$ cat config.mk
export PLATFORM = sky130hd
export DESIGN_NAME = virtual_touch_slot_mapper_flat
export DESIGN_NICKNAME = d
export VERILOG_FILES = /design/src/vtsm_pkg.sv /design/src/vtsm_ifs.sv /design/src/virtual_touch_slot_mapper.sv /design/src/flat_wrapper.sv
export SDC_FILE = /design/constraint.sdc
export NUM_CORES = 1
export LEC_CHECK = 0
export ABC_AREA = 1
export BUFFER_PORTS_ARGS = -buffer_cell sky130_fd_sc_hd__buf_2
export CORE_MARGIN = 10
export CORE_UTILIZATION = 55
export DETAILED_ROUTE_END_ITERATION = 16
export GPL_TIMING_DRIVEN = 0
export PLACE_DENSITY = 0.77
export SLEW_MARGIN = 10
export SYNTH_ARGS = -nofsm -noshare
export SYNTH_HDL_FRONTEND = slang
export SYNTH_SLANG_ARGS = --single-unit
export TNS_END_PERCENT = 5
$ cat constraint.sdc
create_clock -name i_clk -period 3.3 [get_ports i_clk]
set_clock_uncertainty 0.15 [all_clocks]
set_input_delay 0.66 -clock i_clk [delete_from_list [all_inputs] [get_ports i_clk]]
set_output_delay 0.66 -clock i_clk [all_outputs]
set_load 0.02 [all_outputs]
$ cat src/vtsm_pkg.sv
`timescale 1ns / 1ps
`default_nettype none

package vtsm_pkg;

    // report codes
    localparam logic [1:0] KIND_DOWN    = 2'd0;
    localparam logic [1:0] KIND_RELEASE = 2'd1;
    localparam logic [1:0] KIND_ALL_UP  = 2'd2;

    localparam logic [7:0] ID_NONE     = 8'hFF;
    localparam logic [3:0] BASE_MAJOR  = 4'd9;
    localparam logic [4:0] SLOT_BASE   = 5'd10;
    localparam logic signed [3:0] JITTER_MAX = 4'sd5;
    localparam logic signed [3:0] JITTER_MIN = -4'sd5;

    typedef enum logic [1:0] {
        S_IDLE,
        S_SCAN,
        S_DRAIN,
        S_COMMIT
    } t_state;

    typedef struct packed {
        logic [1:0]         kind;
        logic [4:0]         slot;
        logic [3:0]         major;
        logic signed [15:0] x;
        logic signed [15:0] y;
        logic               btn;
    } t_result;

endpackage

`default_nettype wire

$ cat src/vtsm_ifs.sv
`timescale 1ns / 1ps
`default_nettype none

interface vtsm_in_if;
    logic               valid;
    logic               ready;
    logic [7:0]         finger_id;
    logic               press;
    logic signed [14:0] pos_x;
    logic signed [14:0] pos_y;
    logic               exact_position;
    logic               real_finger_down;

    modport source (
        output valid, finger_id, press, pos_x, pos_y, exact_position, real_finger_down,
        input  ready
    );
    modport sink (
        input  valid, finger_id, press, pos_x, pos_y, exact_position, real_finger_down,
        output ready
    );
endinterface

interface vtsm_out_if;
    logic               valid;
    logic               ready;
    logic [1:0]         report_kind;
    logic [4:0]         slot_number;
    logic [3:0]         touch_major;
    logic signed [15:0] out_x;
    logic signed [15:0] out_y;
    logic               button_down;
    logic               any_virtual_pressed;
    logic               last;

    modport source (
        output valid, report_kind, slot_number, touch_major, out_x, out_y,
               button_down, any_virtual_pressed, last,
        input  ready
    );
    modport sink (
        input  valid, report_kind, slot_number, touch_major, out_x, out_y,
               button_down, any_virtual_pressed, last,
        output ready
    );
endinterface

`default_nettype wire

$ cat src/virtual_touch_slot_mapper.sv
// Virtual touch slot mapper: each input transfer carries one injected finger event and yields
// zero, one or two output transfers (a slot down or slot release report, then possibly an
// all-buttons-up report, the final one flagged by last). The slot table lives in a synchronous
// memory of NUM_SLOTS entries that is scanned one entry per cycle, highest index first. An event
// goes from acceptance to commit in order through a capture of the event, one read per slot, a
// step for the last read data and a commit that writes the table back and loads the result
// buffer. The next event is taken as soon as the commit is done, even while its results still
// wait in the buffer; a commit waits only while the buffer still holds results of the previous
// event. Per-entry valid bits clear the table at reset, so no clearing pass is needed.
`timescale 1ns / 1ps
`default_nettype none

module virtual_touch_slot_mapper
    import vtsm_pkg::*;
#(
    parameter int NUM_SLOTS = 16
) (
    input  wire         i_clk,
    input  wire         i_rst_n,
    vtsm_in_if.sink     i_in,
    vtsm_out_if.source  o_out
);

    localparam int AW = (NUM_SLOTS > 1) ? $clog2(NUM_SLOTS) : 1;
    localparam int CW = $clog2(NUM_SLOTS + 1);

    // slot table: entry holds id plus one; a cleared valid bit reads as an empty slot
    logic [7:0]           mem [NUM_SLOTS];
    logic [NUM_SLOTS-1:0] r_valid;

    t_state r_state, n_state;

    // captured event
    logic [7:0]         r_id;
    logic               r_press;
    logic signed [14:0] r_x;
    logic signed [14:0] r_y;
    logic               r_exact;
    logic               r_real_down;

    // scan pipeline
    logic [AW-1:0] r_addr;
    logic [AW-1:0] r_ridx;
    logic          r_rd_live;
    logic [7:0]    r_rdata;
    logic          r_rvbit;

    // scan results
    logic          r_has_match;
    logic [AW-1:0] r_match_idx;
    logic          r_has_empty;
    logic [AW-1:0] r_empty_idx;

    // persistent state
    logic [CW-1:0]      r_count;
    logic               r_pressed;
    logic signed [3:0]  r_jitter;

    // result buffer
    t_result    r_res0;
    t_result    r_res1;
    logic [1:0] r_out_cnt;
    logic       r_out_pos;
    logic       r_out_pressed;

    // fsm outputs
    logic in_ready;
    logic rd_en;
    logic commit;

    logic [7:0] tag;
    logic [7:0] entry;
    logic       slot_ok;

    // commit datapath
    logic          hit_press;
    logic          hit_release;
    logic [AW-1:0] sel_idx;
    logic [CW-1:0] n_count;
    logic          n_pressed;
    logic          all_empty;
    logic          has_up;
    t_result       slot_rep;
    t_result       up_rep;
    logic          out_xfer;
    t_result       cur;

    assign tag     = r_id + 8'd1;
    assign slot_ok = (r_id != ID_NONE);
    assign entry   = r_rvbit ? r_rdata : 8'd0;

    // next state
    always_comb begin
        n_state = r_state;
        unique case (r_state)
            S_IDLE: begin
                if (i_in.valid) n_state = S_SCAN;
            end
            S_SCAN: begin
                if (r_addr == '0) n_state = S_DRAIN;
            end
            S_DRAIN: begin
                n_state = S_COMMIT;
            end
            S_COMMIT: begin
                if (r_out_cnt == 2'd0) n_state = S_IDLE;
            end
            default: n_state = S_IDLE;
        endcase
    end

    // state outputs
    always_comb begin
        in_ready = 1'b0;
        rd_en    = 1'b0;
        commit   = 1'b0;
        unique case (r_state)
            S_IDLE:   in_ready = 1'b1;
            S_SCAN:   rd_en    = 1'b1;
            S_DRAIN:  ;
            S_COMMIT: commit   = (r_out_cnt == 2'd0);
            default:  ;
        endcase
    end

    assign i_in.ready = in_ready;

    always_ff @(posedge i_clk) begin
        if (!i_rst_n) r_state <= S_IDLE;
        else          r_state <= n_state;
    end

    // event capture
    always_ff @(posedge i_clk) begin
        if (in_ready && i_in.valid) begin
            r_id        <= i_in.finger_id;
            r_press     <= i_in.press;
            r_x         <= i_in.pos_x;
            r_y         <= i_in.pos_y;
            r_exact     <= i_in.exact_position;
            r_real_down <= i_in.real_finger_down;
        end
    end

    // read address walks from the top slot down to slot zero
    always_ff @(posedge i_clk) begin
        if (in_ready && i_in.valid) r_addr <= AW'(NUM_SLOTS - 1);
        else if (rd_en)             r_addr <= AW'(r_addr - 1'b1);
    end

    // memory read port, registered
    always_ff @(posedge i_clk) begin
        if (rd_en) begin
            r_rdata <= mem[r_addr];
            r_rvbit <= r_valid[r_addr];
            r_ridx  <= r_addr;
        end
    end

    always_ff @(posedge i_clk) begin
        if (!i_rst_n) r_rd_live <= 1'b0;
        else          r_rd_live <= rd_en;
    end

    // scan evaluation: a press keeps the lowest matching slot and the highest empty one,
    // a release keeps the highest matching slot
    always_ff @(posedge i_clk) begin
        if (in_ready && i_in.valid) begin
            r_has_match <= 1'b0;
            r_has_empty <= 1'b0;
        end else if (r_rd_live) begin
            if (entry == tag && (r_press || !r_has_match)) begin
                r_has_match <= 1'b1;
                r_match_idx <= r_ridx;
            end
            if (entry == 8'd0 && !r_has_empty) begin
                r_has_empty <= 1'b1;
                r_empty_idx <= r_ridx;
            end
        end
    end

    // commit decisions
    always_comb begin
        hit_press   = slot_ok && r_press && (r_has_match || r_has_empty);
        hit_release = slot_ok && !r_press && r_has_match;
        sel_idx     = r_has_match ? r_match_idx : r_empty_idx;

        n_count = r_count;
        if (hit_press && !r_has_match) n_count = CW'(r_count + 1'b1);
        else if (hit_release)          n_count = CW'(r_count - 1'b1);

        all_empty = (n_count == '0);
        n_pressed = r_pressed;
        if (hit_press) n_pressed = 1'b1;
        if (all_empty) n_pressed = 1'b0;
        has_up = all_empty && !r_real_down;

        slot_rep       = '0;
        slot_rep.slot  = 5'(sel_idx) + SLOT_BASE;
        if (r_press) begin
            slot_rep.kind  = KIND_DOWN;
            slot_rep.major = 4'(BASE_MAJOR + r_jitter);
            slot_rep.x     = 16'(r_x) + (r_exact ? 16'sd0 : 16'(r_jitter));
            slot_rep.y     = 16'(r_y) + (r_exact ? 16'sd0 : 16'(r_jitter));
            slot_rep.btn   = !r_real_down;
        end else begin
            slot_rep.kind  = KIND_RELEASE;
        end

        up_rep      = '0;
        up_rep.kind = KIND_ALL_UP;
    end

    // table write-back
    always_ff @(posedge i_clk) begin
        if (commit && hit_press) mem[sel_idx] <= tag;
    end

    always_ff @(posedge i_clk) begin
        if (!i_rst_n) begin
            r_valid <= '0;
        end else if (commit) begin
            if (hit_press)   r_valid[sel_idx] <= 1'b1;
            if (hit_release) r_valid[sel_idx] <= 1'b0;
        end
    end

    // occupancy count, pressed flag and jitter offset
    always_ff @(posedge i_clk) begin
        if (!i_rst_n) begin
            r_count   <= '0;
            r_pressed <= 1'b0;
            r_jitter  <= JITTER_MIN;
        end else if (commit) begin
            r_count   <= n_count;
            r_pressed <= n_pressed;
            r_jitter  <= (r_jitter == JITTER_MAX) ? JITTER_MIN : 4'(r_jitter + 4'sd1);
        end
    end

    // result buffer
    assign out_xfer = o_out.valid && o_out.ready;

    always_ff @(posedge i_clk) begin
        if (commit) begin
            r_res0        <= (hit_press || hit_release) ? slot_rep : up_rep;
            r_res1        <= up_rep;
            r_out_pressed <= n_pressed;
        end
    end

    always_ff @(posedge i_clk) begin
        if (!i_rst_n) begin
            r_out_cnt <= 2'd0;
            r_out_pos <= 1'b0;
        end else if (commit) begin
            r_out_cnt <= 2'(hit_press || hit_release) + 2'(has_up);
            r_out_pos <= 1'b0;
        end else if (out_xfer) begin
            if (2'(r_out_pos) + 2'd1 == r_out_cnt) begin
                r_out_cnt <= 2'd0;
                r_out_pos <= 1'b0;
            end else begin
                r_out_pos <= 1'b1;
            end
        end
    end

    assign cur = r_out_pos ? r_res1 : r_res0;

    assign o_out.valid               = (r_out_cnt != 2'd0);
    assign o_out.report_kind         = cur.kind;
    assign o_out.slot_number         = cur.slot;
    assign o_out.touch_major         = cur.major;
    assign o_out.out_x               = cur.x;
    assign o_out.out_y               = cur.y;
    assign o_out.button_down         = cur.btn;
    assign o_out.any_virtual_pressed = r_out_pressed;
    assign o_out.last                = (2'(r_out_pos) + 2'd1 == r_out_cnt);

endmodule

`default_nettype wire

$ cat src/flat_wrapper.sv
// flat-port wrapper written by rule: the top's interface ports become plain ports
module virtual_touch_slot_mapper_flat import vtsm_pkg::*;
#(
    parameter int NUM_SLOTS = 16
)
  (i_clk, i_rst_n, i_in_valid, i_in_finger_id, i_in_press, i_in_pos_x, i_in_pos_y, i_in_exact_position, i_in_real_finger_down, i_in_ready, o_out_valid, o_out_report_kind, o_out_slot_number, o_out_touch_major, o_out_out_x, o_out_out_y, o_out_button_down, o_out_any_virtual_pressed, o_out_last, o_out_ready);
  vtsm_in_if i_in_i ();
  vtsm_out_if o_out_i ();
  input  wire i_clk;
  input  wire i_rst_n;
  input wire logic [$bits(i_in_i.valid)-1:0] i_in_valid;
  input wire logic [$bits(i_in_i.finger_id)-1:0] i_in_finger_id;
  input wire logic [$bits(i_in_i.press)-1:0] i_in_press;
  input wire logic [$bits(i_in_i.pos_x)-1:0] i_in_pos_x;
  input wire logic [$bits(i_in_i.pos_y)-1:0] i_in_pos_y;
  input wire logic [$bits(i_in_i.exact_position)-1:0] i_in_exact_position;
  input wire logic [$bits(i_in_i.real_finger_down)-1:0] i_in_real_finger_down;
  output wire logic [$bits(i_in_i.ready)-1:0] i_in_ready;
  output wire logic [$bits(o_out_i.valid)-1:0] o_out_valid;
  output wire logic [$bits(o_out_i.report_kind)-1:0] o_out_report_kind;
  output wire logic [$bits(o_out_i.slot_number)-1:0] o_out_slot_number;
  output wire logic [$bits(o_out_i.touch_major)-1:0] o_out_touch_major;
  output wire logic [$bits(o_out_i.out_x)-1:0] o_out_out_x;
  output wire logic [$bits(o_out_i.out_y)-1:0] o_out_out_y;
  output wire logic [$bits(o_out_i.button_down)-1:0] o_out_button_down;
  output wire logic [$bits(o_out_i.any_virtual_pressed)-1:0] o_out_any_virtual_pressed;
  output wire logic [$bits(o_out_i.last)-1:0] o_out_last;
  input wire logic [$bits(o_out_i.ready)-1:0] o_out_ready;
  assign i_in_i.valid = i_in_valid;
  assign i_in_i.finger_id = i_in_finger_id;
  assign i_in_i.press = i_in_press;
  assign i_in_i.pos_x = i_in_pos_x;
  assign i_in_i.pos_y = i_in_pos_y;
  assign i_in_i.exact_position = i_in_exact_position;
  assign i_in_i.real_finger_down = i_in_real_finger_down;
  assign i_in_ready = i_in_i.ready;
  assign o_out_valid = o_out_i.valid;
  assign o_out_report_kind = o_out_i.report_kind;
  assign o_out_slot_number = o_out_i.slot_number;
  assign o_out_touch_major = o_out_i.touch_major;
  assign o_out_out_x = o_out_i.out_x;
  assign o_out_out_y = o_out_i.out_y;
  assign o_out_button_down = o_out_i.button_down;
  assign o_out_any_virtual_pressed = o_out_i.any_virtual_pressed;
  assign o_out_last = o_out_i.last;
  assign o_out_i.ready = o_out_ready;
  virtual_touch_slot_mapper #(.NUM_SLOTS(NUM_SLOTS)) u_core (.i_clk(i_clk), .i_rst_n(i_rst_n), .i_in(i_in_i), .o_out(o_out_i));
endmodule
==> summary.md, run 1 <==
| Metric | Value |
|---|---|
| Outcome | completed |
| Final WL | just over 30000 um |
| Worst-path cell chain | ha_1 > nand2_1 > nor2_1 > nand2_1 > nand2_1 > nor2_1 > inv_2 > buf_2 > nor2_1 |
| Power Density | around 760 mW/mm^2 |
| Clock tree sinks | 273 |
| Slew Limit Fails | 0 |
| Total Power | around 11 mW |
| H-tree depth | 1 |
| Clock Latency Late Sink | 0.55 ns |
| Worst slew margin | 35.4% |
| Row count | 55 |
| RSZ-0062 raised after global routing | false |
| Post-synth top area cell | edfxtp_1 |
| Starting density of the core | roughly 56% |
| VDD IR max | just under 0.0005 V |
| Hold Slack | around 0.13 ns |
| 1st-iter DRT viols | 1008 |
| Yosys warnings | 0 |
| Worst EP arrival | 2.94 ns |
| Final Hold Fails | 0 |
| Placer congestion estimate | 0.945 |
| WL/cell | approximately 18 um |
| Most used DFF post-synth | edfxtp_1 |
| # DRC | 0 |
| Die ar. | roughly 0.03 sq mm |
| Synth unique cells | between 40 and 50 |
| Max-cap violation count | 0 |
| Core area | approximately 0.023 sq mm |
| Final HPWL DP | roughly 22000 um |
| Max clock buf depth | 3 |
| CTS tree | yes |
| Finished Layout Cells | roughly 1700 |
| CTS buffer count | 28 |
| # IOs | 93 |
| Most common cell in the synthesized netlist | edfxtp_1 |
| Number of routed nets with antenna violations | 0 |
| FILL cells | approximately 1700 |
| Mapped Area | approximately 0.013 sq mm |
| Setup crit end kind | register |
| All-Layer GR Usage | 20.8% |
| FF+latch count, synth | between 200 and 300 |
| Detailed-router iteration count before antenna repair | 6 |
| Crit path launch type | register |
| Hold endpoint | u_core.r_x[7] |
| Top post-synthesis cells by count | 235 x edfxtp_1, 228 x nor2_1, 159 x nand2_1, 147 x inv_1, 127 x o21ai_0 |
| Die width | between 150 and 200 um |
| N_diodes | 0 |
| Min Tclk post-route | 2.92 ns |
| Syn Nets | around 1300 |
| Worst min path class | input port to register |
| Layout area overhead | 14.9% |
| Critical R2R Launch | u_core.r_id[0] |
| Seq/Total Area, Yosys | between 60% and 70% |
| Synth top area share | 56.0% |
| Final nets | 1461 |
| Overflow after GRT | 0 |
| I/O Buffers | 92 |
| Mean Syn Cell Area | a little over 10 sq um |
| Pin count of the biggest net entering global routing | 45 |
| Number of synthesized flops with an enable pin | about 240 |
| Die Y | about 170 um |
| Vias per cell | roughly 5.7 |
| Multi-input combinational cell area | 0.00408 sq mm |
| Number of global-route vias before repair | about 9200 |
| Critical-path top delay cell | nor2_1 |
| Critical Path RT | 3.32 ns |
| Final Cycle Share | approximately nine tenths |
| Maximum fanout along the worst path | 10 |
| HP Start | i_in_pos_x[7] |
| Asr flop ratio synth | 0% |
| Peak per-stage delay on the critical path | 0.72 ns |
| Hold Crit Depth | 1 |
| Reg2Reg Setup Slack | around 0.38 ns |
| Pin slew with the least headroom to its limit | roughly 0.97 ns |
| Synth top area cells | edfxtp_1 56%, nor2_1 6.8%, dfxtp_1 6.0% |
| Clock root buffer | clkbuf_16 |
| Fraction of layout cells with a size suffix above 1 | about 12% |
| Reg2Reg Depth | 9 |
| Placed Cells | between 1500 and 2000 |
| Sequential standard cell area | 0.00782 sq mm |
| Max frequency | roughly 0.34 GHz |
| Setup CP Type | register to register |
| Mapped Cells | around 1200 |
| Static Leak | between 5 and 6 nW |
| Critical R2R Capture | u_core.mem[11][4] |
| Routed vias | 9500 |
| Cts hold-fix bufs | 0 |
| Global-route wire length before repair | approximately 48000 um |
| Final-report setup violation count | 0 |
| Clk pin slew, worst setup/hold paths | roughly 0.06 ns |
| Initial antenna violation count | 0 |
layout make-up:
| cell class | count | area share, % |
|---|---|---|
| Multi-Input combinational cell | 783 | 28.2 |
| Clock inverter | 14 | 1.32 |
| Sequential cell | 273 | 54.0 |
| Timing Repair Buffer | 96 | 3.61 |
| Inverter | 149 | 3.86 |
| Clock buffer | 38 | 5.38 |
| Buffer | 41 | 1.13 |
| Tap cell | 285 | 2.46 |
power breakdown:
group	leakage [nW]	switching (mW)	internal, mW
Combinational	2.87	2.29	0.971
Sequential	2.45	0.146	4.27
Clock	0.477	1.31	1.97
registers in the layout, summed over array words and instances (netlist names), 5 cells and up:
register	flops
u_core.r_y	15
u_core.r_id	8
u_core.r_rdata	8
u_core.r_res0	44
u_core.r_count	5
u_core.r_valid	16
u_core.r_x	15
u_core.mem	128
stage by stage:
step	util, %	setup TNS [ns]	area (sq um)	setup WS (ns)
after floorplan	-	0	12600	0.314
after global placement	59.4	-5.03	13400	-0.424
after detailed placement	59.8	0	13500	0.305
after CTS	64.1	0	14500	0.248
after global routing	64.1	0	14500	0.185
final	64.1	0	14500	0.376
cells in the final DEF, fill, tap and decap left out, types with 6 or more instances in the layout:
cell type,n
a21oi_1,58
buf_2,99
clkbuf_1,36
clkbuf_16,28
clkinv_2,6
dfxtp_1,38
edfxtp_1,235
ha_1,42
inv_1,145
nand2_1,159
nand3_1,45
nand4_1,8
nor2_1,227
nor3_1,6
o21ai_0,127
o21bai_1,7
o221ai_1,15
o22ai_1,23
or2_2,6
xor2_1,10
worst max path at each step:
stage | end | from | depth (start not counted)
3_3_place_gp | u_core.r_res0[13] | u_core.r_exact | 10
5_1_grt | u_core.r_res0[32] | u_core.r_exact | 11
6_report | u_core.mem[11][4] | u_core.r_id[0] | 9
3_5_place_dp | u_core.r_match_idx[1] | u_core.r_id[2] | 8
4_1_cts | u_core.r_res0[32] | u_core.r_exact | 11
2_1_floorplan | u_core.r_res0[13] | u_core.r_exact | 10
worst max-delay path, delay by kind of cell (launching register included):
kind | cells | cell delay (ns)
and+or+nand+nor | 6 | 1.29
buffers and inverters | 2 | 0.35
adders and majority gates | 1 | 0.30
DFF | 1 | 0.45
cells by family (layout without fill, tap and decap cells):
family | after synthesis | count (layout) | synth area share [%]
compound gates | 256 | 256 | 11.5
fa+ha+maj | 44 | 44 | 4.49
simple gates | 466 | 466 | 15.0
xor+xnor | 17 | 17 | 1.18
flops | 273 | 273 | 62.1
buf+inv | 190 | 338 | 5.74
metal layers:
layer / GRT usage, % / vias to the layer above / routed length (um)
met1: 25.4 / 4491 / 12200
met5: 0 / - / 0
li1: - / 4527 / -
met2: 35.8 / 407 / 15200
met4: 7.94 / 0 / 1120
met3: 3.83 / 75 / 2460
timing repair:
action,in CTS,in global routing
endpoints found under the setup margin,0,2
endpoints found under the hold margin,0,0
buffers inserted,0,0
gates resized for setup,0,1
(Power assumes the default switching activity.)
==> run 2: changes to the inputs <==
clock period = 3.4 ns   (was 3.3 ns; I/O delays follow)
==> run 2 against run 1 <==
Total power down 2.9%. Worst setup slack worse by 0.085 ns. Final area about the same. Via count up 0.19%. Global-route usage unchanged. Register-to-register slack worse by 0.08 ns. Non-clock buffer count unchanged. Combinational power down 3%. Worst hold slack better by 0.021 ns.
==> summary.md, run 2 (synthesis results as in run 1) <==
| Metric | Value |
|---|---|
| Final nets | 1461 |
| Hold Slack | ~0.15 ns |
| Placed Cells | 1627 |
| Die ar. | 0.0293 sq mm |
| CTS tree | yes |
| Power Density | roughly 740 mW/mm^2 |
| Die Y | about 170 um |
| Worst Setup Slack, final | slightly below 0.3 ns |
| Clock Latency Late Sink | between 0.5 and 0.6 ns |
| Maximum fanout along the worst path | 13 |
| Final HPWL DP | about 22000 um |
| Detailed-router iteration count before antenna repair | 5 |
| WL/cell | between 15 and 20 um |
| Static Leak | 5.79 nW |
| Critical R2R Capture | u_core.r_res0[32] |
| Post-Place Cell Area | between 0.01 and 0.015 sq mm |
| Critical R2R Launch | u_core.r_exact |
| Met1 usage | between 20% and 30% |
| Biggest regs | u_core.mem x128, u_core.r_res0 x44, u_core.r_valid x16 |
| Hold Crit Depth | 1 |
| RSZ-0062 raised after global routing | false |
| Die width | ~170 um |
| VDD IR max | between 0.0004 and 0.0005 V |
| CTS buffer count | 28 |
| Setup Fix Bufs, Post-CTS | 0 |
| Final Hold Fails | 0 |
| Largest register FFs | 128 |
| Pin slew with the least headroom to its limit | approximately 0.98 ns |
| Total negative slack | 0 ns |
| Max-cap violation count | 0 |
| Clk pin slew, worst setup/hold paths | ~0.06 ns |
| Core area | around 0.023 sq mm |
| Row count | between 50 and 60 |
| Max frequency | ~0.32 GHz |
| Critical Path RT | ~3.6 ns |
| Final-report setup violation count | 0 |
| Global-route wire length before repair | between 40000 and 50000 um |
| Reg2Reg Depth | 11 |
| Min Tclk post-route | roughly 3.1 ns |
| Finished Layout Cells | 1679 |
| Busiest layer in global routing | met2 |
| All-Layer GR Usage | between 20% and 30% |
| Number of routed nets with antenna violations | 0 |
| Setup crit end kind | register |
| Fin util | about 64% |
| Cts repair resizes | 0 |
| Worst min path class | input port to register |
| # IOs | 93 |
| Top reg by flops | u_core.mem |
| M3 GR Usage | approximately 3.8% |
| Fraction of layout cells with a size suffix above 1 | 12.1% |
| 1st-iter DRT viols | between 1000 and 1500 |
| Worst slew margin | approximately a third |
| Starting density of the core | 55.8% |
| Reg2Reg Setup Slack | 0.29 ns |
| Setup CP Type | register to register |
| Routed vias | 9518 |
| Final WL | a little over 30000 um |
| Initial antenna violation count | 0 |
| Clock tree sinks | around 270 |
| # DRC | 0 |
| Met2 Resource Use GR | 35.8% |
| Worst EP arrival | between 3 and 4 ns |
| Outcome | completed |
| Crit path launch type | register |
| Most frequent cells in the layout | 235 x edfxtp_1, 227 x nor2_1, 159 x nand2_1 |
| HP Start | i_in_pos_x[7] |
| FILL cells | 1741 |
| Pin count of the biggest net entering global routing | 45 |
| Final Cycle Share | approximately nine tenths |
| Clock root buffer | clkbuf_16 |
| Commonest non-fill, non-tap cell in the layout | edfxtp_1 |
| Placer congestion estimate | about 0.95 |
| Hold endpoint | u_core.r_x[7] |
| Layout area overhead | 14.9% |
| Overflow after GRT | 0 |
| Vias per cell | between 5 and 6 |
| I/O Buffers | 92 |
| Final Cell Area | 0.0145 sq mm |
| Cts hold-fix bufs | 0 |
| Max clock buf depth | 3 |
| Place WS | about 0.40 ns |
| H-tree depth | 1 |
| Total Power | around 11 mW |
| Number of global-route vias before repair | about 9200 |
| Slew Limit Fails | 0 |
| N_diodes | 0 |
==> run 2: worst max-delay path, cell delays in order, from the launching register on <==
cell	delay, ns
edfxtp_1	0.45
nor2_2	0.55
buf_6	0.26
ha_1	0.23
nand2_1	0.12
a21oi_1	0.15
nor2_1	0.10
o21ai_0	0.41
nand2_1	0.14
nand3_1	0.10
nand2_1	0.05
nor2_1	0.20
==> run 2: metal layers <==
layer  share of wire (%)  up-vias
li1                    -     4523
met1                  39     4508
met2                  49      405
met3                 8.0       82
met4                 3.6        0
met5                   0        -
==> run 2: cell type report <==
cell class                      count  area, sq um  share of cell area, %
Tap cell                          285          357                   2.46
Buffer                             41          164                   1.13
Clock inverter                     14          191                   1.32
Sequential cell                   273         7820                   54.0
Clock buffer                       38          778                   5.38
Timing Repair Buffer               96          523                   3.62
Multi-Input combinational cell    783         4080                   28.2
Inverter                          149          559                   3.87
==> run 2: power by group <==
part           switching [mW]  internal [mW]  total, mW
Sequential              0.140           4.14       4.28
Combinational            2.23          0.941       3.17
Clock                    1.27           1.91       3.19
Total                    3.64           7.00       10.6
==> run 2: worst max-delay path by stage <==
stage               slack [ns]               endpoint      startpoint
global route              0.07      u_core.r_res0[32]  u_core.r_exact
floorplan                 0.41      u_core.r_res0[13]  u_core.r_exact
detailed placement        0.40  u_core.r_match_idx[1]  u_core.r_id[2]
finish                    0.29      u_core.r_res0[32]  u_core.r_exact
global placement         -0.32      u_core.r_res0[13]  u_core.r_exact
CTS                       0.35      u_core.r_res0[32]  u_core.r_exact
